File: src/rtl/iala_pkg.sv
// Shared types and constants for the indexed array list core.
package iala_pkg;

  localparam int CAPACITY = 64;
  localparam int CNT_W    = $clog2(CAPACITY + 1);
  localparam int IDX_IN_W = 7;
  localparam int CMP_W    = (CNT_W > IDX_IN_W) ? CNT_W : IDX_IN_W;
  localparam int DATA_W   = 32;
  localparam int GRP      = 8;
  localparam int NGRP     = (CAPACITY + GRP - 1) / GRP;

  typedef enum logic [2:0] {
    REQ_APPEND = 3'd0,
    REQ_INSERT = 3'd1,
    REQ_REMOVE = 3'd2,
    REQ_GET    = 3'd3,
    REQ_SET    = 3'd4,
    REQ_CLEAR  = 3'd5
  } req_e;

  localparam logic [1:0] STATUS_OK    = 2'd0;
  localparam logic [1:0] STATUS_RANGE = 2'd1;
  localparam logic [1:0] STATUS_FULL  = 2'd2;

  typedef enum logic [2:0] {
    CELL_HOLD,
    CELL_INSERT,
    CELL_REMOVE,
    CELL_SET,
    CELL_GET
  } cell_op_e;

  typedef enum logic [1:0] {
    S_IDLE,
    S_EXEC,
    S_FOLD,
    S_RESP
  } state_e;

  typedef struct packed {
    cell_op_e                op;
    logic [CMP_W-1:0]        idx;
    logic [DATA_W-1:0]       val;
  } cell_cmd_t;

endpackage

File: src/rtl/iala_ctrl.sv
// Sequencer: holds the entry count, checks requests and drives the cell row.
module iala_ctrl
  import iala_pkg::*;
(
  input  logic                 clk_i,
  input  logic                 rst_ni,
  input  logic                 start_i,
  input  logic [2:0]           req_type_i,
  input  logic [IDX_IN_W-1:0]  index_i,
  input  logic [DATA_W-1:0]    value_i,
  output logic                 busy_o,
  output logic                 fold_o,
  output logic                 done_o,
  output cell_cmd_t            cmd_o,
  output logic [1:0]           status_o,
  output logic [6:0]           count_o,
  output logic                 empty_res_o
);

  state_e             state_q, state_d;
  logic [2:0]         req_q;
  logic [CMP_W-1:0]   idx_q;
  logic [DATA_W-1:0]  val_q;
  logic [CNT_W-1:0]   count_q, count_d;
  logic [1:0]         status_q, status_d;
  logic [CMP_W-1:0]   cnt_ext;
  logic               full;
  logic               accept;

  assign accept  = start_i && (state_q == S_IDLE);
  assign cnt_ext = CMP_W'(count_q);
  assign full    = (count_q == CNT_W'(CAPACITY));

  always_comb begin
    state_d = state_q;
    unique case (state_q)
      S_IDLE:  if (start_i) state_d = S_EXEC;
      S_EXEC:  state_d = S_FOLD;
      S_FOLD:  state_d = S_RESP;
      S_RESP:  state_d = S_IDLE;
      default: state_d = S_IDLE;
    endcase
  end

  always_comb begin
    cmd_o.op  = CELL_HOLD;
    cmd_o.idx = idx_q;
    cmd_o.val = val_q;
    count_d   = count_q;
    status_d  = status_q;
    if (state_q == S_EXEC) begin
      status_d = STATUS_OK;
      unique case (req_q)
        REQ_APPEND: begin
          if (full) begin
            status_d = STATUS_FULL;
          end else begin
            cmd_o.op  = CELL_INSERT;
            cmd_o.idx = cnt_ext;
            count_d   = count_q + 1'b1;
          end
        end
        REQ_INSERT: begin
          if (idx_q > cnt_ext) begin
            status_d = STATUS_RANGE;
          end else if (full) begin
            status_d = STATUS_FULL;
          end else begin
            cmd_o.op = CELL_INSERT;
            count_d  = count_q + 1'b1;
          end
        end
        REQ_REMOVE: begin
          if (idx_q >= cnt_ext) begin
            status_d = STATUS_RANGE;
          end else begin
            cmd_o.op = CELL_REMOVE;
            count_d  = count_q - 1'b1;
          end
        end
        REQ_GET: begin
          if (idx_q >= cnt_ext) status_d = STATUS_RANGE;
          else cmd_o.op = CELL_GET;
        end
        REQ_SET: begin
          if (idx_q >= cnt_ext) status_d = STATUS_RANGE;
          else cmd_o.op = CELL_SET;
        end
        REQ_CLEAR: count_d = '0;
        default: ;
      endcase
    end
  end

  always_ff @(posedge clk_i or negedge rst_ni) begin
    if (!rst_ni) begin
      state_q <= S_IDLE;
      count_q <= '0;
    end else begin
      state_q <= state_d;
      count_q <= count_d;
    end
  end

  always_ff @(posedge clk_i) begin
    status_q <= status_d;
    if (accept) begin
      req_q <= req_type_i;
      idx_q <= CMP_W'(index_i);
      val_q <= value_i;
    end
  end

  assign busy_o      = (state_q != S_IDLE);
  assign fold_o      = (state_q == S_FOLD);
  assign done_o      = (state_q == S_RESP);
  assign status_o    = status_q;
  assign count_o     = 7'(count_q);
  assign empty_res_o = (count_q == '0);

endmodule

File: config.mk
export PLATFORM = sky130hd
export DESIGN_NAME = iala_ctrl
export DESIGN_NICKNAME = d
export VERILOG_FILES = /design/src/rtl/iala_pkg.sv /design/src/rtl/iala_ctrl.sv
export SDC_FILE = /design/constraint.sdc
export NUM_CORES = 1
export LEC_CHECK = 0
export CORE_MARGIN = 2
export CORE_UTILIZATION = 35
export DETAILED_ROUTE_END_ITERATION = 7
export DONT_BUFFER_PORTS = 1
export GPL_TIMING_DRIVEN = 1
export PLACE_DENSITY = 0.55
export SYNTH_ARGS = -nofsm -noshare
export SYNTH_HDL_FRONTEND = slang
export SYNTH_SLANG_ARGS = --single-unit
export TNS_END_PERCENT = 10
File: constraint.sdc
create_clock -name clk_i -period 3.65 [get_ports clk_i]
set_input_delay 0.1825 -clock clk_i [delete_from_list [all_inputs] [get_ports clk_i]]
set_output_delay 0.1825 -clock clk_i [all_outputs]
set_load 0.05 [all_outputs]
==> Word level (Yosys, flattened, before mapping) <==
Index checks and enable logic that the tools add are counted.
{ "word_totals": {"latch_bits": 0, "n_memories": 0, "regBits": 53, "input_bits": 45, "word_cells": 49, "rom_bits": 0, "ramBits": 0} }
{ "classes": {"n_mux": 19, "n_bitwise": 0, "n_reduce_logical": 8, "shifts": 0, "n_lt_le_gt_ge": 2, "n_addsub": 2, "eq_ne": 12, "n_div": 0, "mul": 0} }
{ "op_table": {"columns": ["op", "n"], "rows": [
  ["two-way mux 7 bit", 4],
  ["one-hot mux 7 bit (4 select lines)", 1],
  ["one-hot mux 3 bit (5 select lines)", 1],
  ["two-way mux 10 bit", 1],
  ["two-way mux 2 bit", 5],
  ["two-way mux 8 bit", 1],
  ["one-hot mux 2 bit (4 select lines)", 1],
  ["adder 7 x 1 -> 7 bit, second input constant", 1],
  ["equality test 7 bit, second input constant", 1],
  ["greater-or-equal comparator 7 bit", 1],
  ["greater-than comparator 7 bit", 1],
  ["zero test 7 bit", 1],
  ["subtractor 7 x 1 -> 7 bit, second input constant", 1],
  ["equality test 3 x 2 -> 1 bit, second input constant", 2],
  ["equality test 3 bit, second input constant", 2],
  ["!= test 2 bit, second input constant", 3],
  ["one-hot mux 2 bit (3 select lines)", 1],
  ["equality test 2 bit, second input constant", 2],
  ["AND reduction 4 bit", 1],
  ["nonzero test 4 bit", 1],
  ["equality test 3 x 1 -> 1 bit, second input constant", 1],
  ["zero test 3 bit", 1],
  ["two-way mux 1 bit", 3],
  ["two-way mux 3 bit", 1],
  ["5 further kinds", 5]
]} }

==> Logic depth before layout (Yosys ltp) <==
{ "logic_depth": {"word_depth": 5, "ltp_mapped": 10, "depth_no_buf": 9} }

==> Least setup slack after synthesis <==
Ideal clock, no wire load.
{ "synth_path": {"path_kind": "reg-to-output", "from": "register count_q[2], in the netlist count_o[2]", "to": "output port cmd_o[40] in the netlist's numbering", "path_stages_with_launch": 8, "arrival_ns": 3.343, "slack_ns": 0.124, "path_cell_list": "dfrtp_1 inv_1 ha_1 a21oi_2 o21ai_0 a21oi_1 inv_1 nor4b_1"} }
{ "synth_lines": {"columns": ["item", "line_no", "text"], "rows": [
  ["start: declaration", "iala_ctrl.sv:24", "logic [CNT_W-1:0] count_q, count_d;"],
  ["start signal: assignment", "iala_ctrl.sv:101", "count_q <= count_d;"],
  ["end: declaration", "iala_ctrl.sv:14", "output cell_cmd_t cmd_o,"]
]} }

==> metrics <==
outcome finished clean; row cnt 30; area of the core about 7000 um2; DR pass1 iterations 4; MaxCap Viol Count 0; commonest non-fill, non-tap cell in the layout edfxtp_1; Hold Path Class in2reg; post-DR wirelength/cell 17.4 um; gr usage total 15.5%; Overflow after GRT 0; Fill cells 619; Netlist cell types 47; Setup crit start count_o[6]$_DFFE_PN0P_; total CTS buffers 5; worst hold endpoint state_q[0]$_DFFE_PN0P_; commonest non-fill, non-tap cells in the layout edfxtp_1, dlygate4sd3_1, ha_1; Initial Utilization between 30% and 40%; Post-synth EDFFs between 40 and 50; Setup Viol. Count Final 0; cell area after layout between 3000 and 4000 um2; initial antenna violation count 0; yosys warns 0; DP HPWL 4.21 mm; gpl congestion between 0.8 and 0.9; worst reg2reg endpoint count_o[4]$_DFFE_PN0P_; CP endpoint kind primary output; leakage power around 1.2 nW; CTS max path bufs 2; final layout net count 300; Worst Hold Launch start_i; Least-Margin Pin Slew 0.960 ns; # port buffers 0; Worst-path clk slew 0.10 ns; PwrDens about 800 nW/um2; H-tree Lvls 2; Worst EP required roughly 3.5 ns; Die ar. ~7800 um2; CTS tree built; ys flop type edfxtp_1; first-pass GRT wire length ~8.9 mm; Relative slew margins between 30% and 40%; RR Startpoint count_o[6]$_DFFE_PN0P_; worst hold stages 2; min Tclk post-route 3.14 ns; DIE WIDTH ~88 um; First DRT Iteration DRCs between 70 and 80; # IOs 100; worst hold slack roughly 0.11 ns; vias between 1500 and 2000; synthesis-to-finish area growth 30.3%; worst reg2reg path depth 8; fin. max-slew vios 0; #FFs+latches synth 53; final hold viol count 0; startpoint class of the critical path flop; Worst Path Arrival 2.96 ns; fmax 318 MHz; largest net degree at the start of global routing 43; DR vias/cell roughly 5.0; Skew-Pair Late Insertion Delay 0.30 ns; RSZ-0062 raised after global routing no; setup tns final 0 ns; Cell Area, Placed 2680 um2; VDD IR max approximately 0.41 mV; Post-synth ARST share between 10% and 20%; Synth Instances 178; R2R setup slack roughly 0.76 ns; Synth Area per Inst between 10 and 15 um2; total power 0.00259 W; Antenna diodes 0; crit path kind reg2out; vias in the first global route 1735; Die Height ~88 um; clk sink count 53; register area share after synthesis around 62%; Root Buffer Master clkbuf_8; layout cells sized above 1 ~16%; syn_nets ~240; DRT Wirelength around 5.8 mm; CP Max Fanout 5; Syn Std Cell Area 2470 um2; clk_skew 0.00742 ns; Residual DRC 0; fin crit share 86.1%; antenna-violating nets left 0
state kept, by name, summed over array words and instances, names as in the netlist:
| register | flops |
|---|---|
| val_q | 32 |
| count_o | 7 |
| idx_q | 7 |
| req_q | 3 |
| state_q | 2 |
| status_o | 2 |
critical path: stages (launching register included):
cell	delay (ns)
dfrtp_1	0.74
inv_1	0.17
ha_1	0.37
a21oi_1	0.12
o21ai_0	0.12
a21oi_1	0.28
inv_1	0.14
or3_1	0.36
a21boi_1	0.15
buf_4	0.21
worst max path at each step:
stage                                  end  depth (start not counted)
floorplan                        cmd_o[40]                          7
global placement    count_o[4]$_DFFE_PN0P_                          9
detailed placement  count_o[4]$_DFFE_PN0P_                          9
CTS                              cmd_o[39]                          9
global route                     cmd_o[39]                          9
finish                           cmd_o[39]                          9
cells in the mapped netlist (2+ instances only):
cell,count,area [um2]
o21ai_0,9,45.0
a211oi_1,2,15.0
dfrtp_1,9,225
edfxtp_1,44,1320
o21bai_1,2,15.0
nand2_1,8,30.0
a22o_1,5,43.8
o31ai_1,4,30.0
o22ai_1,2,12.5
ha_1,17,213
a21oi_1,11,55.1
inv_1,13,48.8
xor2_1,2,17.5
nor3_1,3,15.0
nand3_1,2,10.0
nor2_1,9,33.8
xnor2_1,3,26.3
buf_6,3,33.8
or3_1,2,12.5
per-layer routing:
metal / track usage [%] / vias to the layer above / wire length [um]
met5: 0 / - / 0
met4: 5.23 / 0 / 76
met3: 6.22 / 6 / 470
met2: 26.7 / 75 / 3000
met1: 17.4 / 797 / 2270
li1: - / 781 / -
metrics by stage:
step	utilization, %	std cells	worst slack (ns)
floorplan	-	178	0.124
global placement	39.2	283	0.886
detailed placement	39.2	283	0.775
CTS	47.2	334	0.490
global route	47.2	334	0.262
finish	47.2	334	0.508
logic make-up after synthesis:
logic type | count (synthesis) | share of synthesized area [%]
AO/OA/AOI/OAI | 43 | 12.3
XOR/XNOR | 5 | 1.77
adder cells (fa/ha/maj) | 18 | 9.40
buffers and inverters | 18 | 3.69
flip-flops | 53 | 62.5
multiplexers | 2 | 1.06
AND/OR/NAND/NOR | 39 | 9.30
repair_timing:
action | 4_1_cts | 5_1_grt
buffers inserted | 0 | 0
resized for setup | 0 | 0
hold endpoints to repair | 51 | 0
hold buffers | 43 | 0
report_power, final:
part / switching (W) / leakage (nW) / internal [W] / total [W]
sequential: 0.000317 / 0.518 / 0.000824 / 0.00114
combinational: 0.000700 / 0.646 / 0.000341 / 0.00104
clock: 0.000198 / 0.0603 / 0.000210 / 0.000408
area by class of cell:
cell class,count,area (um2),area share [%]
Multi-Input combinational cell,107,856,26.5
Inverter,13,48.8,1.51
Sequential cell,53,1550,47.9
Timing Repair Buffer,57,536,16.6
Clock buffer,5,68.8,2.13
Clock inverter,3,50.0,1.55
Tap cell,96,120,3.72
Power figures use the tool's default switching activity.
