## config.mk

```make
export PLATFORM = sky130hd
export DESIGN_NAME = iala_cell
export DESIGN_NICKNAME = d
export VERILOG_FILES = /design/src/rtl/iala_pkg.sv /design/src/rtl/iala_cell.sv
export SDC_FILE = /design/constraint.sdc
export NUM_CORES = 1
export LEC_CHECK = 0
export BUFFER_PORTS_ARGS = -buffer_cell sky130_fd_sc_hd__buf_2
export CAP_MARGIN = 20
export CORE_UTILIZATION = 38
export CTS_CLUSTER_SIZE = 20
export DETAILED_ROUTE_END_ITERATION = 16
export PLACE_DENSITY = 0.82
export SYNTH_ARGS = -nofsm -noshare
export SYNTH_HDL_FRONTEND = slang
export SYNTH_SLANG_ARGS = --single-unit
export TNS_END_PERCENT = 30
```

## constraint.sdc

```tcl
create_clock -name clk_i -period 4.2 [get_ports clk_i]
set_clock_uncertainty 0.15 [all_clocks]
set_input_delay 0.21 -clock clk_i [delete_from_list [all_inputs] [get_ports clk_i]]
set_output_delay 0.21 -clock clk_i [all_outputs]
set_load 0.1 [all_outputs]
```

## src/rtl/iala_pkg.sv

```systemverilog
// Shared types and constants for the indexed array list core.
package iala_pkg;

  localparam int CAPACITY = 64;
  localparam int CNT_W    = $clog2(CAPACITY + 1);
  localparam int IDX_IN_W = 7;
  localparam int CMP_W    = (CNT_W > IDX_IN_W) ? CNT_W : IDX_IN_W;
  localparam int DATA_W   = 32;
  localparam int GRP      = 8;
  localparam int NGRP     = (CAPACITY + GRP - 1) / GRP;

  typedef enum logic [2:0] {
    REQ_APPEND = 3'd0,
    REQ_INSERT = 3'd1,
    REQ_REMOVE = 3'd2,
    REQ_GET    = 3'd3,
    REQ_SET    = 3'd4,
    REQ_CLEAR  = 3'd5
  } req_e;

  localparam logic [1:0] STATUS_OK    = 2'd0;
  localparam logic [1:0] STATUS_RANGE = 2'd1;
  localparam logic [1:0] STATUS_FULL  = 2'd2;

  typedef enum logic [2:0] {
    CELL_HOLD,
    CELL_INSERT,
    CELL_REMOVE,
    CELL_SET,
    CELL_GET
  } cell_op_e;

  typedef enum logic [1:0] {
    S_IDLE,
    S_EXEC,
    S_FOLD,
    S_RESP
  } state_e;

  typedef struct packed {
    cell_op_e                op;
    logic [CMP_W-1:0]        idx;
    logic [DATA_W-1:0]       val;
  } cell_cmd_t;

endpackage

```

## src/rtl/iala_cell.sv

```systemverilog
// One list slot: holds an entry and shifts with its neighbors on insert and remove.
module iala_cell
  import iala_pkg::*;
(
  input  logic                clk_i,
  input  cell_cmd_t           cmd_i,
  input  logic [CMP_W-1:0]    pos_i,
  input  logic [DATA_W-1:0]   left_i,
  input  logic [DATA_W-1:0]   right_i,
  output logic [DATA_W-1:0]   val_o,
  output logic [DATA_W-1:0]   rd_o
);

  logic [DATA_W-1:0] val_q, val_d;
  logic [DATA_W-1:0] rd_q, rd_d;
  logic              hit;

  assign hit = (pos_i == cmd_i.idx);

  always_comb begin
    val_d = val_q;
    rd_d  = '0;
    unique case (cmd_i.op)
      CELL_INSERT: begin
        if (hit) begin
          val_d = cmd_i.val;
        end else if (pos_i > cmd_i.idx) begin
          val_d = left_i;
        end
      end
      CELL_REMOVE: begin
        if (pos_i >= cmd_i.idx) begin
          val_d = right_i;
        end
      end
      CELL_SET: begin
        if (hit) begin
          val_d = cmd_i.val;
        end
      end
      CELL_GET: begin
        if (hit) begin
          rd_d = val_q;
        end
      end
      default: ;
    endcase
  end

  always_ff @(posedge clk_i) begin
    val_q <= val_d;
    rd_q  <= rd_d;
  end

  assign val_o = val_q;
  assign rd_o  = rd_q;

endmodule

```

# == After elaboration in Yosys (flattened, before gate mapping) ==
# Index checks and enable logic that the tools add are counted.
# totals
word_cells,20
output_inout_bits,64
regBits,64
in_bits,114
# op_classes
mux,5
magnitude_cmp,2
n_eq_ne,8
reduce_logical,3
# ops
operator,count
32-bit two-way mux,4
32-bit one-hot mux with 3 select lines,1
7-bit equality test,1
7-bit greater-or-equal comparator,1
7-bit > comparator,1
"3-bit by 2-bit equality test with 1-bit output, second input constant",2
"2-bit inequality test, second input constant",2
4-bit AND reduction,1
"3-bit by 1-bit equality test with 1-bit output, second input constant",1
"3-bit equality test, second input constant",1
"3-bit inequality test, second input constant",1
3-bit nonzero test,1
2-bit AND reduction,1

# == Longest topological paths before layout ==
# depth
depth_word,4
depth_mapped,7
mapped_depth_nobuf,6

# == Least setup slack after synthesis ==
# OpenSTA, ideal clock, no wires.
# synth_path
kind,input to register
startpoint,input port cmd_i[33] (netlist bit)
endpoint,register val_q[0] (netlist: val_o[0]) (enable)
arrival_ps,3304
slack_ps,276
setup_ps,470
required_ps,3580
n_path_buf,0
stages,6
cell_sequence,inv_1 -> ha_1 -> nor2b_1 -> o211ai_1 -> a31o_2 -> a211oi_1
# synth_between
elab_chain_cells,3
word_cells_on_any_way,7
cone_classes,order compare: 2; eq/ne: 4; reduce/logical: 1
# synth_lines
item,line,rtl
from (decl),iala_cell.sv:6,"input cell_cmd_t cmd_i,"
7-bit > comparator (tied with other cells),iala_cell.sv:27,end else if (pos_i > cmd_i.idx) begin
3-bit inequality test (no line) / 2-bit inequality test (equally long branches),n/a,
4-bit AND reduction (no line) *,n/a,
to (signal assigned),iala_cell.sv:51,val_q <= val_d;
to (decl),iala_cell.sv:14,"logic [DATA_W-1:0] val_q, val_d;"
# Mark *: on every way between the ends. The rest lies on a longest branch, timed or not.
# A chain may end at the register's enable or synchronous reset.

# == Worst setup path after layout ==
# layout_path
startpoint,input port cmd_i[39] (netlist bit)
endpoint,register val_q[25] (netlist: val_o[25]) (enable)
# layout_between
elab_chain_cells,3
word_cells_on_any_way,8
cone_classes,eq/ne: 6; reduce/logical: 2
# layout_lines
item,line,rtl
3-bit by 1-bit equality test with 1-bit output / 3-bit by 2-bit equality test with 1-bit output (equally long branches),iala_cell.sv:23,unique case (cmd_i.op)
3-bit inequality test (no line) (tied with other cells),n/a,
4-bit AND reduction (no line) *,n/a,
# Marked as above.

==> impl_results.html <==
<table>
<tr><th>Metric</th><th>Value</th></tr>
<tr><th colspan="2">Cells and area</th></tr>
<tr><td>Leading cell type in the layout, fill and taps excluded</td><td>sky130_fd_sc_hd__buf_2</td></tr>
<tr><td>Top library cells by usage in the layout, fill and taps aside</td><td>sky130_fd_sc_hd__buf_2 (177), sky130_fd_sc_hd__inv_1 (39)</td></tr>
<tr><td>Number of nets in the layout</td><td>536</td></tr>
<tr><td>Area of combinational cells with multiple inputs</td><td>982 um2</td></tr>
<tr><td>Area added between synthesis and finish</td><td>41.8%</td></tr>
<tr><td>Diode insertion count for antenna repair</td><td>0</td></tr>
<tr><td>Filler Cells Inserted</td><td>677</td></tr>
<tr><td>Proportion of layout cells with a drive suffix above 1</td><td>54.5%</td></tr>
<tr><td>Register cell area after layout</td><td>1600 um2</td></tr>
<tr><td>Final cell area excluding filler cells</td><td>4000 um2</td></tr>
<tr><th colspan="2">Global routing</th></tr>
<tr><td>Global route total overflow</td><td>0</td></tr>
<tr><td>GRT Total Usage</td><td>18.3%</td></tr>
<tr><td>Global-route wire length before repair</td><td>10.5 mm</td></tr>
<tr><td>Routing layer with the top usage in global route</td><td>met2</td></tr>
<tr><td>M3 GR Usage</td><td>3.49%</td></tr>
<tr><td>Maximum number of pins on one net before global-route repair</td><td>36</td></tr>
<tr><td>M2 GR Usage</td><td>32.1%</td></tr>
<tr><td>Fraction of met1 tracks used by global routing</td><td>21.5%</td></tr>
<tr><td>Via count of the first global-routing pass</td><td>2264</td></tr>
<tr><td>Number of antenna violations at the first check in global routing</td><td>0</td></tr>
<tr><th colspan="2">Timing</th></tr>
<tr><td>Period utilization</td><td>54.9%</td></tr>
<tr><td>Slew at the pin closest to its max-slew limit</td><td>0.927 ns</td></tr>
<tr><td>Pins Over Slew Limit</td><td>0</td></tr>
<tr><td>Max-Slew Margin vs Limit</td><td>38.2%</td></tr>
<tr><td>Minimum hold slack</td><td>0.0507 ns</td></tr>
<tr><td>Maximum achievable frequency</td><td>434 MHz</td></tr>
<tr><td>Final Hold Violating Endpoints</td><td>0</td></tr>
<tr><td>Setup violations, final</td><td>0</td></tr>
<tr><td>Sum of negative setup slack</td><td>0 ns</td></tr>
<tr><td>Unrepaired setup endpoints after global routing</td><td>false</td></tr>
<tr><td>Post-layout min period</td><td>2.31 ns</td></tr>
<tr><th colspan="2">Logic synthesis</th></tr>
<tr><td>Flip-flop and latch count after synthesis</td><td>64</td></tr>
<tr><td>Register area share after synthesis</td><td>56.8%</td></tr>
<tr><td>Synthesized area divided by synthesized cell count</td><td>11.7 um2</td></tr>
<tr><td>Syn Inst Count</td><td>242</td></tr>
<tr><td>Largest area contributor in the netlist</td><td>sky130_fd_sc_hd__edfxtp_1</td></tr>
<tr><td>Yosys synthesis warning count</td><td>0</td></tr>
<tr><td>Area share of the leading cell type in the synthesized netlist</td><td>34.1%</td></tr>
<tr><td>Post-synthesis cell area</td><td>2820 um2</td></tr>
<tr><td>Post-synthesis cell type count</td><td>25</td></tr>
<tr><td>Post-synth net total</td><td>363</td></tr>
<tr><td>Area contributors post-synth</td><td>sky130_fd_sc_hd__edfxtp_1 (34%), sky130_fd_sc_hd__dfxtp_1 (23%), sky130_fd_sc_hd__o32ai_1 (9.9%)</td></tr>
<tr><th colspan="2">Route</th></tr>
<tr><td>Count of TritonRoute iterations in the first routing pass</td><td>4</td></tr>
<tr><td>Remaining number of nets flagged by the antenna check after routing</td><td>0</td></tr>
<tr><td>DRC viols</td><td>0</td></tr>
<tr><td>Routed WL per cell</td><td>13.5 um</td></tr>
<tr><td>Via count of the routed design</td><td>2455</td></tr>
<tr><td>Violation count after the first detailed-route iteration</td><td>106</td></tr>
<tr><td>Routed vias/inst</td><td>4.73</td></tr>
<tr><td>DRT Wirelength</td><td>7.01 mm</td></tr>
<tr><th colspan="2">Floorplan</th></tr>
<tr><td>Width of the chip</td><td>88.2 um</td></tr>
<tr><td>Overall die area</td><td>7770 um2</td></tr>
<tr><td>Count of pins on the block boundary</td><td>178</td></tr>
<tr><td>Standard-cell row count</td><td>31</td></tr>
<tr><td>Height of the die</td><td>88.2 um</td></tr>
<tr><td>Floorplan Core Area</td><td>7210 um2</td></tr>
<tr><td>Effective utilization at floorplan</td><td>39.1%</td></tr>
<tr><th colspan="2">Clock network</th></tr>
<tr><td>CTS tree</td><td>built</td></tr>
<tr><td>Clock-pin transition on the worst setup and hold timing paths</td><td>0.07 ns</td></tr>
<tr><td>Clk_lat worst skew</td><td>0.32 ns</td></tr>
<tr><td>Root buffer cell</td><td>sky130_fd_sc_hd__clkbuf_8</td></tr>
<tr><td>Post-cts gate resize count</td><td>0</td></tr>
<tr><td>Clock sink count</td><td>64</td></tr>
<tr><td>Buffer count from post-CTS setup fixing</td><td>0</td></tr>
<tr><td>Longest Clk Path Bufs</td><td>2</td></tr>
<tr><td>Hold bufs inserted after CTS</td><td>0</td></tr>
<tr><td>Number of buffers inserted during clock tree synthesis</td><td>9</td></tr>
<tr><td>H-tree levels</td><td>3</td></tr>
<tr><th colspan="2">Placement</th></tr>
<tr><td>Estimated wirelength of the detail-placed design</td><td>5.28 mm</td></tr>
<tr><td>Input/output buffers</td><td>177</td></tr>
<tr><td>Global placement routability congestion</td><td>0.748</td></tr>
<tr><td>Dpl cell area</td><td>3750 um2</td></tr>
<tr><th colspan="2">Worst setup path</th></tr>
<tr><td>Data required time of the critical path</td><td>4.06 ns</td></tr>
<tr><td>Type of the setup path with the least slack</td><td>primary input to flip-flop</td></tr>
<tr><td>Worst-path fanout max</td><td>35</td></tr>
<tr><td>Data arrival, critical path</td><td>2.16 ns</td></tr>
<tr><td>Element type at the critical path start</td><td>primary input</td></tr>
<tr><td>Critical Path Sink Type</td><td>flip-flop</td></tr>
<tr><th colspan="2">Status</th></tr>
<tr><td>Result of the run</td><td>finished, final reports clean</td></tr>
<tr><th colspan="2">Min path</th></tr>
<tr><td>Classification of the worst-slack hold path</td><td>primary input to flip-flop</td></tr>
<tr><th colspan="2">Pwr</th></tr>
<tr><td>Leakage power total</td><td>0.00195 uW</td></tr>
<tr><td>Power per standard cell area</td><td>444 nW/um2</td></tr>
<tr><td>Max IR drop VDD</td><td>0.000174 V</td></tr>
<tr><th colspan="2">Run</th></tr>
<tr><td>Count of max-cap constraint violations</td><td>0</td></tr>
</table>
-- worst max-delay path, cell delays in order --
cell,delay [ns]
sky130_fd_sc_hd__buf_2,0.33
sky130_fd_sc_hd__nand2_1,0.21
sky130_fd_sc_hd__o211ai_1,0.11
sky130_fd_sc_hd__a31o_2,0.26
sky130_fd_sc_hd__a211oi_4,0.65
sky130_fd_sc_hd__buf_4,0.39
-- state kept, by name (all words and copies together) (netlist names) --
signal and cells:
rd_o 32, val_o 32
-- worst paths after layout --
check                                from        end  slack, ns  cells past startpoint
worst max-delay path            cmd_i[39]  val_o[25]       1.89                      6
worst max register to register  val_o[29]   rd_o[29]       3.37                      1
worst min register to register   val_o[1]    rd_o[1]       0.32                      1
worst min-delay path            cmd_i[14]  val_o[14]       0.05                      3
-- report_power, final --
group | switching [uW] | internal (uW)
combinational | 334 | 96.1
clock | 221 | 411
sequential | 14.6 | 698
-- synthesized netlist by cell type --
master                     instances
sky130_fd_sc_hd__inv_1            39
sky130_fd_sc_hd__and2_1           32
sky130_fd_sc_hd__dfxtp_1          32
sky130_fd_sc_hd__edfxtp_1         32
sky130_fd_sc_hd__o32ai_1          32
sky130_fd_sc_hd__a21oi_2          30
sky130_fd_sc_hd__buf_2             7
sky130_fd_sc_hd__ha_1              7
sky130_fd_sc_hd__clkbuf_1          6
sky130_fd_sc_hd__buf_6             4
sky130_fd_sc_hd__a21oi_1           3
sky130_fd_sc_hd__nand2_1           3
sky130_fd_sc_hd__nor2_1            3
sky130_fd_sc_hd__a211o_1           1
sky130_fd_sc_hd__a211oi_1          1
sky130_fd_sc_hd__a31o_2            1
sky130_fd_sc_hd__and3_1            1
sky130_fd_sc_hd__mux2_4            1
sky130_fd_sc_hd__nand2b_4          1
sky130_fd_sc_hd__nand3_1           1
sky130_fd_sc_hd__nand4_1           1
sky130_fd_sc_hd__nor2b_1           1
sky130_fd_sc_hd__o211ai_1          1
sky130_fd_sc_hd__o21ai_2           1
sky130_fd_sc_hd__o31ai_1           1
-- per-stage QoR --
stage / instances / total power (uW) / util [%] / worst slack [ns]
floorplan: 242 / 1050 / - / 0.276
global placement: 503 / 1150 / 52.0 / 1.61
detailed placement: 503 / 1160 / 52.0 / 1.51
CTS: 519 / 1790 / 55.4 / 1.87
global route: 519 / 1840 / 55.4 / 1.75
finish: 519 / 1770 / 55.4 / 1.89
-- cell type report --
class / instances / area share (%)
clock inverter: 5 / 2.60
clock buffer: 11 / 3.53
sequential: 64 / 40.0
tap: 99 / 3.10
inverter: 39 / 3.66
multi-input combinational: 122 / 24.6
timing repair buffer: 179 / 22.5
-- cells by family after synthesis --
| group | count (synthesis) | synth area share (%) |
|---|---|---|
| AO/OA/AOI/OAI | 71 | 21.5 |
| adder cells (fa/ha/maj) | 7 | 3.11 |
| buffers and inverters | 56 | 8.83 |
| flip-flops | 64 | 56.8 |
| multiplexers | 1 | 0.532 |
| AND/OR/NAND/NOR | 43 | 9.23 |
-- per-layer routing --
metal / up-vias / wire length [um]
li1: 1206 / -
met1: 1141 / 2800
met2: 102 / 3720
met3: 6 / 415
met4: 0 / 63
met5: - / 0
Power figures use the tool's default switching activity.
